### src/hw/rtl/pqem_pkg.sv
`default_nettype none

package pqem_pkg;

   // Default queue depth
   localparam int PQEM_CAPACITY = 16;

   // Field widths
   localparam int KIND_W    = 2;
   localparam int TAG_W     = 16;
   localparam int PRI_W     = 2;
   localparam int STATUS_W  = 2;
   localparam int ELAPSED_W = 32;
   localparam int COUNT_W   = 5;
   localparam int SVC_W     = 8;

   // Service time after reset
   localparam logic [SVC_W-1:0] SVC_RESET = 8'd5;

   typedef logic [KIND_W-1:0]    kind_type;
   typedef logic [TAG_W-1:0]     tag_type;
   typedef logic [PRI_W-1:0]     pri_type;
   typedef logic [STATUS_W-1:0]  status_type;
   typedef logic [ELAPSED_W-1:0] elapsed_type;
   typedef logic [COUNT_W-1:0]   count_type;
   typedef logic [SVC_W-1:0]     svc_type;

   // Request kinds
   localparam kind_type KIND_ADD     = 2'd0;
   localparam kind_type KIND_EXTRACT = 2'd1;
   localparam kind_type KIND_CLEAR   = 2'd2;

   // Response status codes
   localparam status_type ST_DONE    = 2'd0;
   localparam status_type ST_DROPPED = 2'd1;
   localparam status_type ST_EMPTY   = 2'd2;

   // One queue entry as held in the store
   typedef struct packed {
      tag_type tag;
      pri_type pri;
   } entry_type;

endpackage

`default_nettype wire

### src/hw/rtl/pqem_store.sv
`default_nettype none

module pqem_store #(
   parameter int DEPTH  = 16,
   parameter int ADDR_W = 4
) (
   input  wire logic                 clock,
   input  wire logic                 wr_en,
   input  wire logic [ADDR_W-1:0]    wr_addr,
   input  wire pqem_pkg::entry_type  wr_data,
   input  wire logic [ADDR_W-1:0]    rd_addr,
   output pqem_pkg::entry_type       rd_data
);
   import pqem_pkg::*;

   entry_type mem [DEPTH];
   entry_type rd_data_ff;

   // One write port, one registered read port
   always_ff @(posedge clock) begin
      if (wr_en) begin
         mem[wr_addr] <= wr_data;
      end
      rd_data_ff <= mem[rd_addr];
   end

   assign rd_data = rd_data_ff;

endmodule

`default_nettype wire

### src/hw/rtl/priority_queue_extract_max.sv
// Add, clear and unused kinds: the sequencer goes from S_IDLE to S_EMIT, which loads the
// response register. Extract: S_SCAN reads every held entry and picks the winner, S_SHIFT
// moves each entry above it down one place, then S_EMIT. The entry store has one read port.
// Requests are taken only in S_IDLE, also while the last response still waits for rsp_ready.
// Synchronous active-high reset empties the queue, zeroes elapsed time, sets service time 5.
`default_nettype none

module priority_queue_extract_max #(
   parameter int CAPACITY = pqem_pkg::PQEM_CAPACITY
) (
   input  wire logic                    clock,
   input  wire logic                    reset,
   // request channel
   input  wire logic                    req_valid,
   output logic                         req_ready,
   input  wire pqem_pkg::kind_type      req_kind,
   input  wire pqem_pkg::tag_type       req_tag_in,
   input  wire pqem_pkg::pri_type       req_priority_in,
   // response channel
   output logic                         rsp_valid,
   input  wire logic                    rsp_ready,
   output pqem_pkg::status_type         rsp_status,
   output pqem_pkg::tag_type            rsp_tag_out,
   output pqem_pkg::pri_type            rsp_priority_out,
   output pqem_pkg::elapsed_type        rsp_elapsed,
   output pqem_pkg::count_type          rsp_count,
   output logic                         rsp_empty_res,
   output logic                         rsp_full_res,
   // configuration
   input  wire logic                    csr_valid,
   output logic                         csr_ready,
   input  wire pqem_pkg::svc_type       csr_service_time
);
   import pqem_pkg::*;

   localparam int ADDR_W = (CAPACITY > 1) ? $clog2(CAPACITY) : 1;
   localparam int OCC_W  = $clog2(CAPACITY + 1);

   typedef enum logic [1:0] {
      S_IDLE,
      S_SCAN,
      S_SHIFT,
      S_EMIT
   } state_type;

   state_type         state_ff, state_in;
   logic [ADDR_W-1:0] idx_ff, idx_in;
   logic [ADDR_W-1:0] pos_ff, pos_in;
   pri_type           best_pri_ff, best_pri_in;
   tag_type           best_tag_ff, best_tag_in;
   logic [OCC_W-1:0]  occ_ff, occ_in;
   elapsed_type       elapsed_ff, elapsed_in;
   svc_type           svc_ff, svc_in;
   status_type        res_status_ff, res_status_in;
   tag_type           res_tag_ff, res_tag_in;
   pri_type           res_pri_ff, res_pri_in;

   logic              rsp_valid_ff, rsp_valid_in;
   status_type        rsp_status_ff, rsp_status_in;
   tag_type           rsp_tag_ff, rsp_tag_in;
   pri_type           rsp_pri_ff, rsp_pri_in;
   elapsed_type       rsp_elapsed_ff, rsp_elapsed_in;
   count_type         rsp_count_ff, rsp_count_in;
   logic              rsp_empty_ff, rsp_empty_in;
   logic              rsp_full_ff, rsp_full_in;

   logic              wr_en;
   logic [ADDR_W-1:0] wr_addr;
   entry_type         wr_data;
   entry_type         rd_data;

   logic              req_take;
   logic              rsp_load;
   logic              full;
   logic [ADDR_W-1:0] last;
   logic              take_new;
   pri_type           nb_pri;
   tag_type           nb_tag;
   logic [ADDR_W-1:0] nb_pos;
   logic [COUNT_W+OCC_W-1:0] count_ext;

   pqem_store #(
      .DEPTH  (CAPACITY),
      .ADDR_W (ADDR_W)
   ) u_store (
      .clock   (clock),
      .wr_en   (wr_en),
      .wr_addr (wr_addr),
      .wr_data (wr_data),
      .rd_addr (idx_in),
      .rd_data (rd_data)
   );

   assign req_ready = (state_ff == S_IDLE);
   assign req_take  = req_valid && req_ready;
   assign csr_ready = 1'b1;
   assign full      = (occ_ff == OCC_W'(CAPACITY));
   assign last      = ADDR_W'(occ_ff - 1'b1);

   // Compare unit: running maximum, earliest entry wins a tie
   assign take_new = (idx_ff == '0) || (rd_data.pri > best_pri_ff);
   assign nb_pri   = take_new ? rd_data.pri : best_pri_ff;
   assign nb_tag   = take_new ? rd_data.tag : best_tag_ff;
   assign nb_pos   = take_new ? idx_ff : pos_ff;

   // Sequencer
   always_comb begin
      state_in      = state_ff;
      idx_in        = idx_ff;
      pos_in        = pos_ff;
      best_pri_in   = best_pri_ff;
      best_tag_in   = best_tag_ff;
      occ_in        = occ_ff;
      elapsed_in    = elapsed_ff;
      res_status_in = res_status_ff;
      res_tag_in    = res_tag_ff;
      res_pri_in    = res_pri_ff;
      wr_en         = 1'b0;
      wr_addr       = occ_ff[ADDR_W-1:0];
      wr_data       = '{tag: req_tag_in, pri: req_priority_in};

      case (state_ff)
         S_IDLE: begin
            if (req_take) begin
               res_status_in = ST_DONE;
               res_tag_in    = '0;
               res_pri_in    = '0;
               state_in      = S_EMIT;
               case (req_kind)
                  KIND_ADD: begin
                     if (full) begin
                        res_status_in = ST_DROPPED;
                     end else begin
                        wr_en  = 1'b1;
                        occ_in = OCC_W'(occ_ff + 1'b1);
                     end
                  end
                  KIND_EXTRACT: begin
                     if (occ_ff == '0) begin
                        res_status_in = ST_EMPTY;
                     end else begin
                        idx_in   = '0;
                        state_in = S_SCAN;
                     end
                  end
                  KIND_CLEAR: begin
                     occ_in = '0;
                  end
                  default: begin
                  end
               endcase
            end
         end

         // rd_data holds the entry at idx_ff
         S_SCAN: begin
            best_pri_in = nb_pri;
            best_tag_in = nb_tag;
            pos_in      = nb_pos;
            if (idx_ff == last) begin
               if (nb_pos == last) begin
                  occ_in        = OCC_W'(occ_ff - 1'b1);
                  elapsed_in    = elapsed_ff + ELAPSED_W'(svc_ff);
                  res_status_in = ST_DONE;
                  res_tag_in    = nb_tag;
                  res_pri_in    = nb_pri;
                  state_in      = S_EMIT;
               end else begin
                  idx_in   = ADDR_W'(nb_pos + 1'b1);
                  state_in = S_SHIFT;
               end
            end else begin
               idx_in = ADDR_W'(idx_ff + 1'b1);
            end
         end

         // Move the entry at idx_ff down one place
         S_SHIFT: begin
            wr_en   = 1'b1;
            wr_addr = ADDR_W'(idx_ff - 1'b1);
            wr_data = rd_data;
            if (idx_ff == last) begin
               occ_in        = OCC_W'(occ_ff - 1'b1);
               elapsed_in    = elapsed_ff + ELAPSED_W'(svc_ff);
               res_status_in = ST_DONE;
               res_tag_in    = best_tag_ff;
               res_pri_in    = best_pri_ff;
               state_in      = S_EMIT;
            end else begin
               idx_in = ADDR_W'(idx_ff + 1'b1);
            end
         end

         S_EMIT: begin
            if (rsp_load) begin
               state_in = S_IDLE;
            end
         end

         default: begin
            state_in = S_IDLE;
         end
      endcase
   end

   // Response register
   assign rsp_load  = (state_ff == S_EMIT) && (!rsp_valid_ff || rsp_ready);
   assign count_ext = {{COUNT_W{1'b0}}, occ_ff};

   always_comb begin
      rsp_valid_in   = rsp_valid_ff && !rsp_ready;
      rsp_status_in  = rsp_status_ff;
      rsp_tag_in     = rsp_tag_ff;
      rsp_pri_in     = rsp_pri_ff;
      rsp_elapsed_in = rsp_elapsed_ff;
      rsp_count_in   = rsp_count_ff;
      rsp_empty_in   = rsp_empty_ff;
      rsp_full_in    = rsp_full_ff;
      if (rsp_load) begin
         rsp_valid_in   = 1'b1;
         rsp_status_in  = res_status_ff;
         rsp_tag_in     = res_tag_ff;
         rsp_pri_in     = res_pri_ff;
         rsp_elapsed_in = elapsed_ff;
         rsp_count_in   = count_ext[COUNT_W-1:0];
         rsp_empty_in   = (occ_ff == '0);
         rsp_full_in    = full;
      end
   end

   // Configuration write
   assign svc_in = (csr_valid && csr_ready) ? csr_service_time : svc_ff;

   always_ff @(posedge clock) begin
      idx_ff         <= idx_in;
      pos_ff         <= pos_in;
      best_pri_ff    <= best_pri_in;
      best_tag_ff    <= best_tag_in;
      res_status_ff  <= res_status_in;
      res_tag_ff     <= res_tag_in;
      res_pri_ff     <= res_pri_in;
      rsp_status_ff  <= rsp_status_in;
      rsp_tag_ff     <= rsp_tag_in;
      rsp_pri_ff     <= rsp_pri_in;
      rsp_elapsed_ff <= rsp_elapsed_in;
      rsp_count_ff   <= rsp_count_in;
      rsp_empty_ff   <= rsp_empty_in;
      rsp_full_ff    <= rsp_full_in;
      if (reset) begin
         state_ff     <= S_IDLE;
         occ_ff       <= '0;
         elapsed_ff   <= '0;
         svc_ff       <= SVC_RESET;
         rsp_valid_ff <= 1'b0;
      end else begin
         state_ff     <= state_in;
         occ_ff       <= occ_in;
         elapsed_ff   <= elapsed_in;
         svc_ff       <= svc_in;
         rsp_valid_ff <= rsp_valid_in;
      end
   end

   assign rsp_valid        = rsp_valid_ff;
   assign rsp_status       = rsp_status_ff;
   assign rsp_tag_out      = rsp_tag_ff;
   assign rsp_priority_out = rsp_pri_ff;
   assign rsp_elapsed      = rsp_elapsed_ff;
   assign rsp_count        = rsp_count_ff;
   assign rsp_empty_res    = rsp_empty_ff;
   assign rsp_full_res     = rsp_full_ff;

endmodule

`default_nettype wire
### config.mk
export PLATFORM = sky130hd
export DESIGN_NAME = priority_queue_extract_max
export DESIGN_NICKNAME = d
export VERILOG_FILES = /design/src/hw/rtl/pqem_pkg.sv /design/src/hw/rtl/pqem_store.sv /design/src/hw/rtl/priority_queue_extract_max.sv
export SDC_FILE = /design/constraint.sdc
export NUM_CORES = 1
export LEC_CHECK = 0
export BUFFER_PORTS_ARGS = -buffer_cell sky130_fd_sc_hd__buf_2
export CORE_MARGIN = 2
export CORE_UTILIZATION = 35
export CTS_CLUSTER_SIZE = 28
export DETAILED_ROUTE_END_ITERATION = 8
export GPL_TIMING_DRIVEN = 0
export PLACE_DENSITY_LB_ADDON = 0.1
export SETUP_SLACK_MARGIN = 0.15
export SKIP_CTS_REPAIR_TIMING = 1
export SYNTH_ARGS = -nofsm -noshare
export SYNTH_HDL_FRONTEND = slang
export SYNTH_HIERARCHICAL = 1
export SYNTH_SLANG_ARGS = --single-unit
### constraint.sdc
create_clock -name clock -period 6.2 [get_ports clock]
set_clock_uncertainty 0.1 [all_clocks]
set_input_delay 0 -clock clock [delete_from_list [all_inputs] [get_ports clock]]
set_output_delay 0 -clock clock [all_outputs]
set_load 0.005 [all_outputs]
==> impl_metrics.ini, run 1 <==
[outcome]
status = finished, violations left
violations = hold timing

[critical_path]
worst_ep_required_time_ns = 6.55
crit_fanout = 10
crit_chain = clkbuf_1 > inv_1 > ha_1 > or3b_4 > nand2_1 > o211ai_1 > xnor2_1 > o41a_1 > clkbuf_1 > clkbuf_1 > a32oi_1 > o21ai_1 > clkbuf_2 > clkbuf_2 > mux4_1 > a22oi_1 > nand2_1
endpoint_kind = register
r2r_slack_ns = 0.51
cpPeakStageDelay_ns = 0.51
r2r_cells = 17
crit_top_cell = clkbuf_1
arrival_ns = 6.05
crit_slowest_cell = clkbuf_1
r2r_start = idx_ff[0]
reg2reg_to = u_store/rd_data[1]
worst_setup_path_start_kind = register
critPathKind = register to register

[clock_tree]
max-clock-path-buffers = 3
cts.sinks = 459
tritoncts = yes
path_clk_slew_ns = 0.06
numCtsBuffers = 49
clkLatencyLatePin_ns = 0.59
cts-root-buf = clkbuf_16
cts_htree_levels = 2

[floorplanning]
io-pin-count = 95
rows = 84
die_w_um = 235
dieHeight_um = 235
dieArea_um2 = 55000
core_area_um2 = 52600
start_util_pct = 35.4

[sta]
hold_viol = 16
maxSlewHeadroom_pct = 21.1
setup_viol = 0
fin_crit_ns = 5.69
fin_crit_sh_pct = 91.8
hold_ws_ns = -0.0143
fmax_ghz = 0.176
rsz0062_at_grt = false
slew_viol_final = 0
worst_pin_slew_ns = 1.18

[global_routing]
grt_remaining_overflow = 0
grt_max_degree = 35
grt_pass1_vias = 10600
track_usage_pct = 17.1
grt_first_pass_wirelength_um = 68800
grt_antenna_before_repair = 1

[yosys]
syn-instance-count = 1119
syn_area_um2 = 18600
ys.flop_type = edfxtp_1
yosysSeqAreaShare_pct = 70.3
synth-edff-count = 389
synth_top_cell_area_share_pct = 62.8
synth_largest_area_cell = edfxtp_1
syn_nets = 1173
ys_ff_latch = 459
synthArstFlopShare_pct = 0
ys_types = 68
syn_avg_cell_area_um2 = 16.6
synthTopCellsByArea = edfxtp_1, dfxtp_1, mux4_2
netlist_top_cells_count = edfxtp_1, nor2_1, dfxtp_1
yosysMostFrequentCell = edfxtp_1
yosys_warnings = 6

[final_layout]
layoutNonFillerInstCount = 2045
areaGrowthSynthToFinish_pct = 19.3
nNetsFinal = 1374
drive_gt1_share_pct = 22.6
antenna_cells = 0
utilization_pct = 42.2

[power]
pwr_density_cell_nw_per_um2 = 498
p_leak_uw = 0.00748
peakVddDrop_v = 0.000202

[route]
drt-wirelength-per-cell_um = 22.8
ant_nets = 0
wirelength_um = 46700
via_per_inst = 5.22
num_vias = 10700
drt_iter0_drc = 891
drt_first_pass_iters = 5
drc_errors = 0

[placement]
place_inst = 1918
dpl.hpwl_um = 31000
gp_congestion = 0.835
portBuffers = 92

[worst_hold_path]
hold_path_depth = 2
holdCritStartpoint = req_priority_in[0]
min_to = u_store/mem[5][0]
worstHoldPathType = input pin to register

[run]
drv_cap = 0
==> worst max-delay path: cells and delay by family (launching register included) <==
| kind | cells | cell delay [ns] |
|---|---|---|
| AND/OR/NAND/NOR | 3 | 0.42 |
| buffers and inverters | 6 | 2.19 |
| multiplexers | 1 | 0.38 |
| adder cells (fa/ha/maj) | 1 | 0.28 |
| XOR/XNOR | 1 | 0.26 |
| flip-flops | 1 | 0.33 |
| AO/OA/AOI/OAI | 5 | 1.61 |
==> worst max-delay path by stage <==
| stage | from | end | slack (ns) | cells past startpoint |
|---|---|---|---|---|
| floorplan | idx_ff[0] | res_pri_ff[0] | 1.11 | 11 |
| global placement | idx_ff[0] | res_tag_ff[10] | -1.20 | 11 |
| detailed placement | idx_ff[0] | u_store/rd_data[10] | 0.26 | 17 |
| CTS | idx_ff[0] | u_store/rd_data[10] | 0.24 | 17 |
| global route | idx_ff[0] | u_store/rd_data[2] | 0.16 | 17 |
| finish | idx_ff[0] | u_store/rd_data[1] | 0.51 | 17 |
==> metal layers <==
layer  track usage (%)  vias to the layer above  wire, µm
met1              23.9                     5496     20900
met2              27.6                      262     22300
met3              3.28                       55      2630
met5                 0                        -         0
met4              3.97                        0       892
li1                  -                     4865         -
==> cell type report <==
type                            instances  area [µm²]
Inverter                               24        90.1
Multi-Input combinational cell        574        5230
Clock inverter                         17         154
Buffer                                 62         307
Timing Repair Buffer                  150        1140
Tap cell                              688         861
Fill cell                            4797       30400
Sequential cell                       459       13100
Clock buffer                           71        1340
==> where the power goes <==
part | switching, µW | total, µW | internal (µW)
Clock | 1170 | 2750 | 1580
Sequential | 220 | 4310 | 4090
Combinational | 2270 | 4000 | 1730
Total | 3660 | 11100 | 7400
==> metrics by stage <==
step / power [µW] / hold slack, ns / cell area [µm²] / setup slack (ns) / TNS [ns]
floorplan: 7090 / 0.0287 / 18600 / 1.11 / 0
global placement: 8290 / 0.136 / 19900 / -1.20 / -24.55
detailed placement: 8400 / 0.137 / 20300 / 0.260 / 0
CTS: 11200 / -0.467 / 21800 / 0.239 / 0
global route: 11700 / 0.00995 / 22200 / 0.164 / 0
finish: 11100 / -0.0143 / 22200 / 0.506 / 0
==> cell usage in the layout, fill, tap and decap left out, types with 12 or more instances in the layout <==
| cell type | count |
|---|---|
| edfxtp_1 | 389 |
| buf_2 | 99 |
| dfxtp_1 | 70 |
| nor2_1 | 60 |
| a22oi_1 | 55 |
| clkbuf_1 | 53 |
| nand2_1 | 50 |
| clkbuf_16 | 50 |
| mux4_2 | 50 |
| dlygate4sd3_1 | 39 |
| a21oi_1 | 38 |
| mux2_2 | 35 |
| inv_1 | 24 |
| mux4_1 | 22 |
| nand3_1 | 20 |
| ha_1 | 20 |
| nor2b_1 | 18 |
| o21ai_0 | 17 |
| o31ai_1 | 16 |
| xnor2_1 | 12 |
| nor4_1 | 12 |
| mux2_1 | 12 |
| or4_1 | 12 |
==> registers in the layout (all words and copies together) (netlist names) <==
| register | count |
|---|---|
| pos_ff | 4 |
| rsp_full_res | 1 |
| rsp_tag_out | 16 |
| idx_ff | 4 |
| rsp_count | 5 |
| elapsed_ff | 32 |
| res_tag_ff | 16 |
| rsp_empty_res | 1 |
| occ_ff | 5 |
| rsp_valid | 1 |
| best_tag_ff | 16 |
| rsp_priority_out | 2 |
| state_ff | 2 |
| u_store/mem | 288 |
| res_pri_ff | 2 |
| best_pri_ff | 2 |
| u_store/rd_data | 18 |
| rsp_status | 2 |
| svc_ff | 8 |
| rsp_elapsed | 32 |
| res_status_ff | 2 |
==> kinds of logic (layout without fill, tap and decap cells) <==
group / count (synthesis) / in the layout / synth area share [%]
other cells: 1 / 1 / 0.0202
buf+inv: 86 / 324 / 2.07
fa+ha+maj: 21 / 21 / 1.45
compound gates: 168 / 168 / 6.09
flops: 459 / 459 / 70.3
xor+xnor: 19 / 19 / 1.05
simple gates: 235 / 235 / 6.33
mux: 130 / 130 / 12.7
Power figures use the tool's default switching activity.
==> run 2, diff against run 1 <==
--- a/config.mk
+++ b/config.mk
@@ -11,6 +11,7 @@
 export CTS_CLUSTER_SIZE = 28
 export DETAILED_ROUTE_END_ITERATION = 8
 export GPL_TIMING_DRIVEN = 0
+export MAX_ROUTING_LAYER = met4
 export PLACE_DENSITY_LB_ADDON = 0.1
 export SETUP_SLACK_MARGIN = 0.15
 export SKIP_CTS_REPAIR_TIMING = 1
==> run 2 against run 1 <==
Against the previous run:
- the flow still finishes with violations (hold timing)
- setup slack worse by 0.016 ns
- clock power about the same
- final area unchanged
- hold slack better by 0.0080 ns
- utilization unchanged
- largest cell class unchanged
- largest power group unchanged
- highest routed layer unchanged
==> impl_metrics.ini, run 2 (synthesized netlist as in run 1, its figures left out) <==
[outcome]
status = finished, violations left
violations = hold timing

[final_layout]
multi_input_area_um2 = 5230
areaGrowthSynthToFinish_pct = 19.3
nNetsFinal = 1374
utilization_pct = 42.2
layoutNonFillerInstCount = 2045
fill_cells = 4797
largest_reg_flops = 288
layout_commonest_cell = edfxtp_1
regArea_um2 = 13100
final_cell_mix = edfxtp_1, buf_2, dfxtp_1, nor2_1, a22oi_1
drive_gt1_share_pct = 22.6
antenna_cells = 0
top_register = u_store/mem

[sta]
fmax_ghz = 0.175
fin_crit_sh_pct = 92.1
slew_viol_final = 0
hold_viol = 16
worst_pin_slew_ns = 1.17
worst_slack_ns = 0.490
hold_ws_ns = -0.00625
fin_crit_ns = 5.71
maxSlewHeadroom_pct = 22.1
setup_viol = 0
rsz0062_at_grt = false

[critical_path]
endpoint_kind = register
r2r_cells = 17
r2r_start = idx_ff[0]
crit_fanout = 10
critPathKind = register to register
arrival_ns = 6.06
crit_chain = clkbuf_1 > inv_1 > ha_1 > or3b_4 > nand2_1 > o211ai_1 > xnor2_1 > o41a_1 > clkbuf_1 > clkbuf_1 > a32oi_1 > o21ai_1 > clkbuf_2 > clkbuf_2 > mux4_1 > a22oi_1 > nand2_1
r2r_slack_ns = 0.49
cpPeakStageDelay_ns = 0.52
crit_slowest_cell = clkbuf_1
reg2reg_to = u_store/rd_data[1]
worst_setup_path_start_kind = register
crit_top_cell = clkbuf_1
worst_ep_required_time_ns = 6.55

[floorplanning]
rows = 84
dieArea_um2 = 55000
io-pin-count = 95
start_util_pct = 35.4
dieHeight_um = 235
die_w_um = 235
core_area_um2 = 52600

[clock_tree]
tritoncts = yes
cts-root-buf = clkbuf_16
numCtsBuffers = 49
cts.sinks = 459
cts_htree_levels = 2
path_clk_slew_ns = 0.06
clkLatencyLatePin_ns = 0.59
max-clock-path-buffers = 3

[global_routing]
grt_remaining_overflow = 0
grt_antenna_before_repair = 1
track_usage_pct = 17.6
grt_first_pass_wirelength_um = 68800
grt_max_degree = 35
grt_pass1_vias = 10600

[power]
p_leak_uw = 0.00748
peakVddDrop_v = 0.000202
p_total_uw = 11100
pwr_density_cell_nw_per_um2 = 498

[placement]
place_inst = 1918
dp_slack_ns = 0.260
gp_congestion = 0.851
dpl.hpwl_um = 31000
portBuffers = 92

[route]
drc_errors = 0
drt_iter0_drc = 884
num_vias = 10700
via_per_inst = 5.22
wirelength_um = 46700
drt-wirelength-per-cell_um = 22.8
drt_first_pass_iters = 5
ant_nets = 0

[worst_hold_path]
min_to = u_store/mem[5][0]
hold_path_depth = 2
worstHoldPathType = input pin to register
holdCritStartpoint = req_priority_in[0]

[run]
drv_cap = 0
[run 2: layout make-up]
class | count | share of cell area, %
Buffer | 62 | 1.38
Clock buffer | 71 | 6.04
Clock inverter | 17 | 0.693
Inverter | 24 | 0.406
Multi-Input combinational cell | 574 | 23.5
Sequential cell | 459 | 58.9
Tap cell | 688 | 3.88
Timing Repair Buffer | 150 | 5.12
[run 2: worst max path at each step]
stage               from  slack (ns)  depth (start not counted)             endpoint
2_1_floorplan  idx_ff[0]        1.11                         11        res_pri_ff[0]
3_3_place_gp   idx_ff[0]       -1.20                         11       res_tag_ff[10]
3_5_place_dp   idx_ff[0]        0.26                         17  u_store/rd_data[10]
4_1_cts        idx_ff[0]        0.24                         17  u_store/rd_data[10]
5_1_grt        idx_ff[0]        0.16                         17   u_store/rd_data[2]
6_report       idx_ff[0]        0.49                         17   u_store/rd_data[1]
[run 2: through the flow]
stage / cell area [µm²] / setup TNS (ns)
2_1_floorplan: 18600 / 0
3_3_place_gp: 19900 / -24.55
3_5_place_dp: 20300 / 0
4_1_cts: 21800 / 0
5_1_grt: 22200 / 0
6_report: 22200 / 0
[run 2: critical path: cells and delay by family, from the launching register on]
kind                       cells  cell delay (ns)
muxes                          1             0.39
buffers and inverters          6             2.17
DFF                            1             0.33
and+or+nand+nor                3             0.42
adders and majority gates      1             0.28
AOI/OAI and AO/OA              5             1.63
xor gates and xnor gates       1             0.26
[run 2: routing by layer]
metal	up-vias	global-route usage, %	part of all wire [%]
met5	-	-	0
met4	0	3.97	1.7
li1	4865	-	-
met2	255	27.6	48
met3	52	3.29	5.3
met1	5509	23.8	45
[run 2: power by group]
part           internal (µW)  leakage (µW)  total (µW)  switching, µW
sequential              4090       0.00412        4310            218
combinational           1730       0.00263        4000           2270
clock                   1580      0.000729        2750           1170
total                   7410       0.00748       11100           3650
==> run 3, diff against run 2 <==
--- a/config.mk
+++ b/config.mk
@@ -6,11 +6,12 @@
 export NUM_CORES = 1
 export LEC_CHECK = 0
 export BUFFER_PORTS_ARGS = -buffer_cell sky130_fd_sc_hd__buf_2
+export CELL_PAD_IN_SITES_DETAIL_PLACEMENT = 1
+export CELL_PAD_IN_SITES_GLOBAL_PLACEMENT = 2
 export CORE_MARGIN = 2
-export CORE_UTILIZATION = 35
+export CORE_UTILIZATION = 46
 export CTS_CLUSTER_SIZE = 28
 export DETAILED_ROUTE_END_ITERATION = 8
-export GPL_TIMING_DRIVEN = 0
 export MAX_ROUTING_LAYER = met4
 export PLACE_DENSITY_LB_ADDON = 0.1
 export SETUP_SLACK_MARGIN = 0.15
==> run 3 against run 2 <==
Against the previous run:
- the flow still finishes with violations (hold timing)
- sequential share of layout area is 1.0 points higher
- critical path depth decreased by 4
- count of clock-buffer cells in the layout shrank 11
- non-clock buffer count shrank 48
- utilization rose by 13 points
- first-iteration DRC count fell by 18%
- cell count shrank 10%
- power is 1.1% lower
==> impl_metrics.ini, run 3 (synthesized netlist as in run 1, its figures left out) <==
[outcome]
status = finished, violations left
violations = hold timing

[final_layout]
largest_reg_flops = 288
drive_gt1_share_pct = 23.1
nNetsFinal = 1325
layout_commonest_cell = edfxtp_1
antenna_cells = 0
layoutNonFillerInstCount = 1835
final_cell_mix = edfxtp_1, buf_2, dfxtp_1, nor2_1, a22oi_1
utilization_pct = 54.8
top_register = u_store/mem
areaGrowthSynthToFinish_pct = 17.2
final_area_um2 = 21800

[sta]
fin_crit_ns = 4.86
setup_viol = 0
hold_viol = 4
fmax_ghz = 0.206
setup_tns_ns = 0
worst_pin_slew_ns = 0.998
maxSlewHeadroom_pct = 33.1
rsz0062_at_grt = false
slew_viol_final = 0
hold_ws_ns = -0.0507
fin_crit_sh_pct = 78.5

[clock_tree]
cts.sinks = 459
max-clock-path-buffers = 3
clkLatencyLatePin_ns = 0.60
numCtsBuffers = 48
tritoncts = yes
cts-root-buf = clkbuf_16
cts_htree_levels = 2
path_clk_slew_ns = 0.06

[placement]
place_inst = 1702
placed_cell_area_um2 = 19800
dpl.hpwl_um = 27900
portBuffers = 93
gp_congestion = 0.775

[floorplanning]
dieArea_um2 = 42100
dieHeight_um = 205
start_util_pct = 46.7
core_area_um2 = 39800
io-pin-count = 95
die_w_um = 205
rows = 73

[route]
wirelength_um = 45100
via_per_inst = 5.73
ant_nets = 0
num_vias = 10500
drt_first_pass_iters = 5
drt_iter0_drc = 728
drt-wirelength-per-cell_um = 24.6
drc_errors = 0

[critical_path]
endpoint_kind = register
r2r_slack_ns = 1.34
critPathKind = register to register
arrival_ns = 5.24
crit_fanout = 52
worst_ep_required_time_ns = 6.57
worst_setup_path_start_kind = register

[power]
switching_share_pct = 32.1
p_leak_uw = 0.00741
seq_power_share_pct = 40.0
p_sw_uw = 3510
pwr_density_cell_nw_per_um2 = 501
p_int_uw = 7430
peakVddDrop_v = 0.000282
clockPowerShare_pct = 26.6
combPwrFrac_pct = 33.4

[worst_hold_path]
worstHoldPathType = input pin to register

[global_routing]
grt_remaining_overflow = 0
grt_antenna_before_repair = 1
grt_first_pass_wirelength_um = 67000
grt_max_degree = 60
grt_pass1_vias = 10700
track_usage_pct = 22.4

[run]
drv_cap = 0
[run 3: worst paths after layout]
path	endpoint	from	cells after the start
setup / recovery	u_store/rd_data[7]	idx_ff[0]	13
setup reg to reg	u_store/rd_data[7]	idx_ff[0]	13
hold reg to reg	rsp_tag_out[1]	res_tag_ff[1]	0
hold / removal	occ_ff[0]	req_valid	6
[run 3: layout make-up]
| type | count | area (µm²) |
|---|---|---|
| flip-flops and latches | 459 | 13100 |
| clock inverters | 29 | 320 |
| fillers | 3704 | 18000 |
| inverters | 24 | 90.1 |
| well taps | 525 | 657 |
| clock buffers | 60 | 1280 |
| repair buffers | 164 | 1120 |
| multi-input cells | 574 | 5260 |
[run 3: power groups by stage]
stage,logic [µW],registers (µW),clock network (µW)
global route,4000,4430,3080
detailed placement,3670,4440,0
global placement,3600,4420,0
finish,3650,4370,2910
floorplan,2830,4260,0
CTS,3690,4380,2970
[run 3: through the flow]
stage                     setup WS (ns)  total power [µW]
after floorplan                    1.11              7090
after global placement             1.47              8020
final                              1.34             10900
after global routing              0.972             11500
after detailed placement           1.29              8110
after CTS                          1.29             11000
[run 3: routing by layer]
metal,global-route usage (%),part of all wire (%),vias to the layer above
li1,-,-,4760
met1,29.5,43,5407
met2,35.3,48,271
met3,3.63,5.4,82
met4,8.40,3.0,0
met5,-,0,-
[run 3: critical path, stage by stage, from the launching register on]
cell and delay, ns:
dfxtp_1 0.55, inv_1 0.11, ha_1 0.25, or3b_4 0.27, nand2_1 0.06, o211ai_1 0.41
xnor2_1 0.27, o41a_2 0.87, a32oi_1 0.31, o21ai_4 0.37, buf_4 0.47, mux4_2 0.35
a22oi_1 0.24, nand2_1 0.08
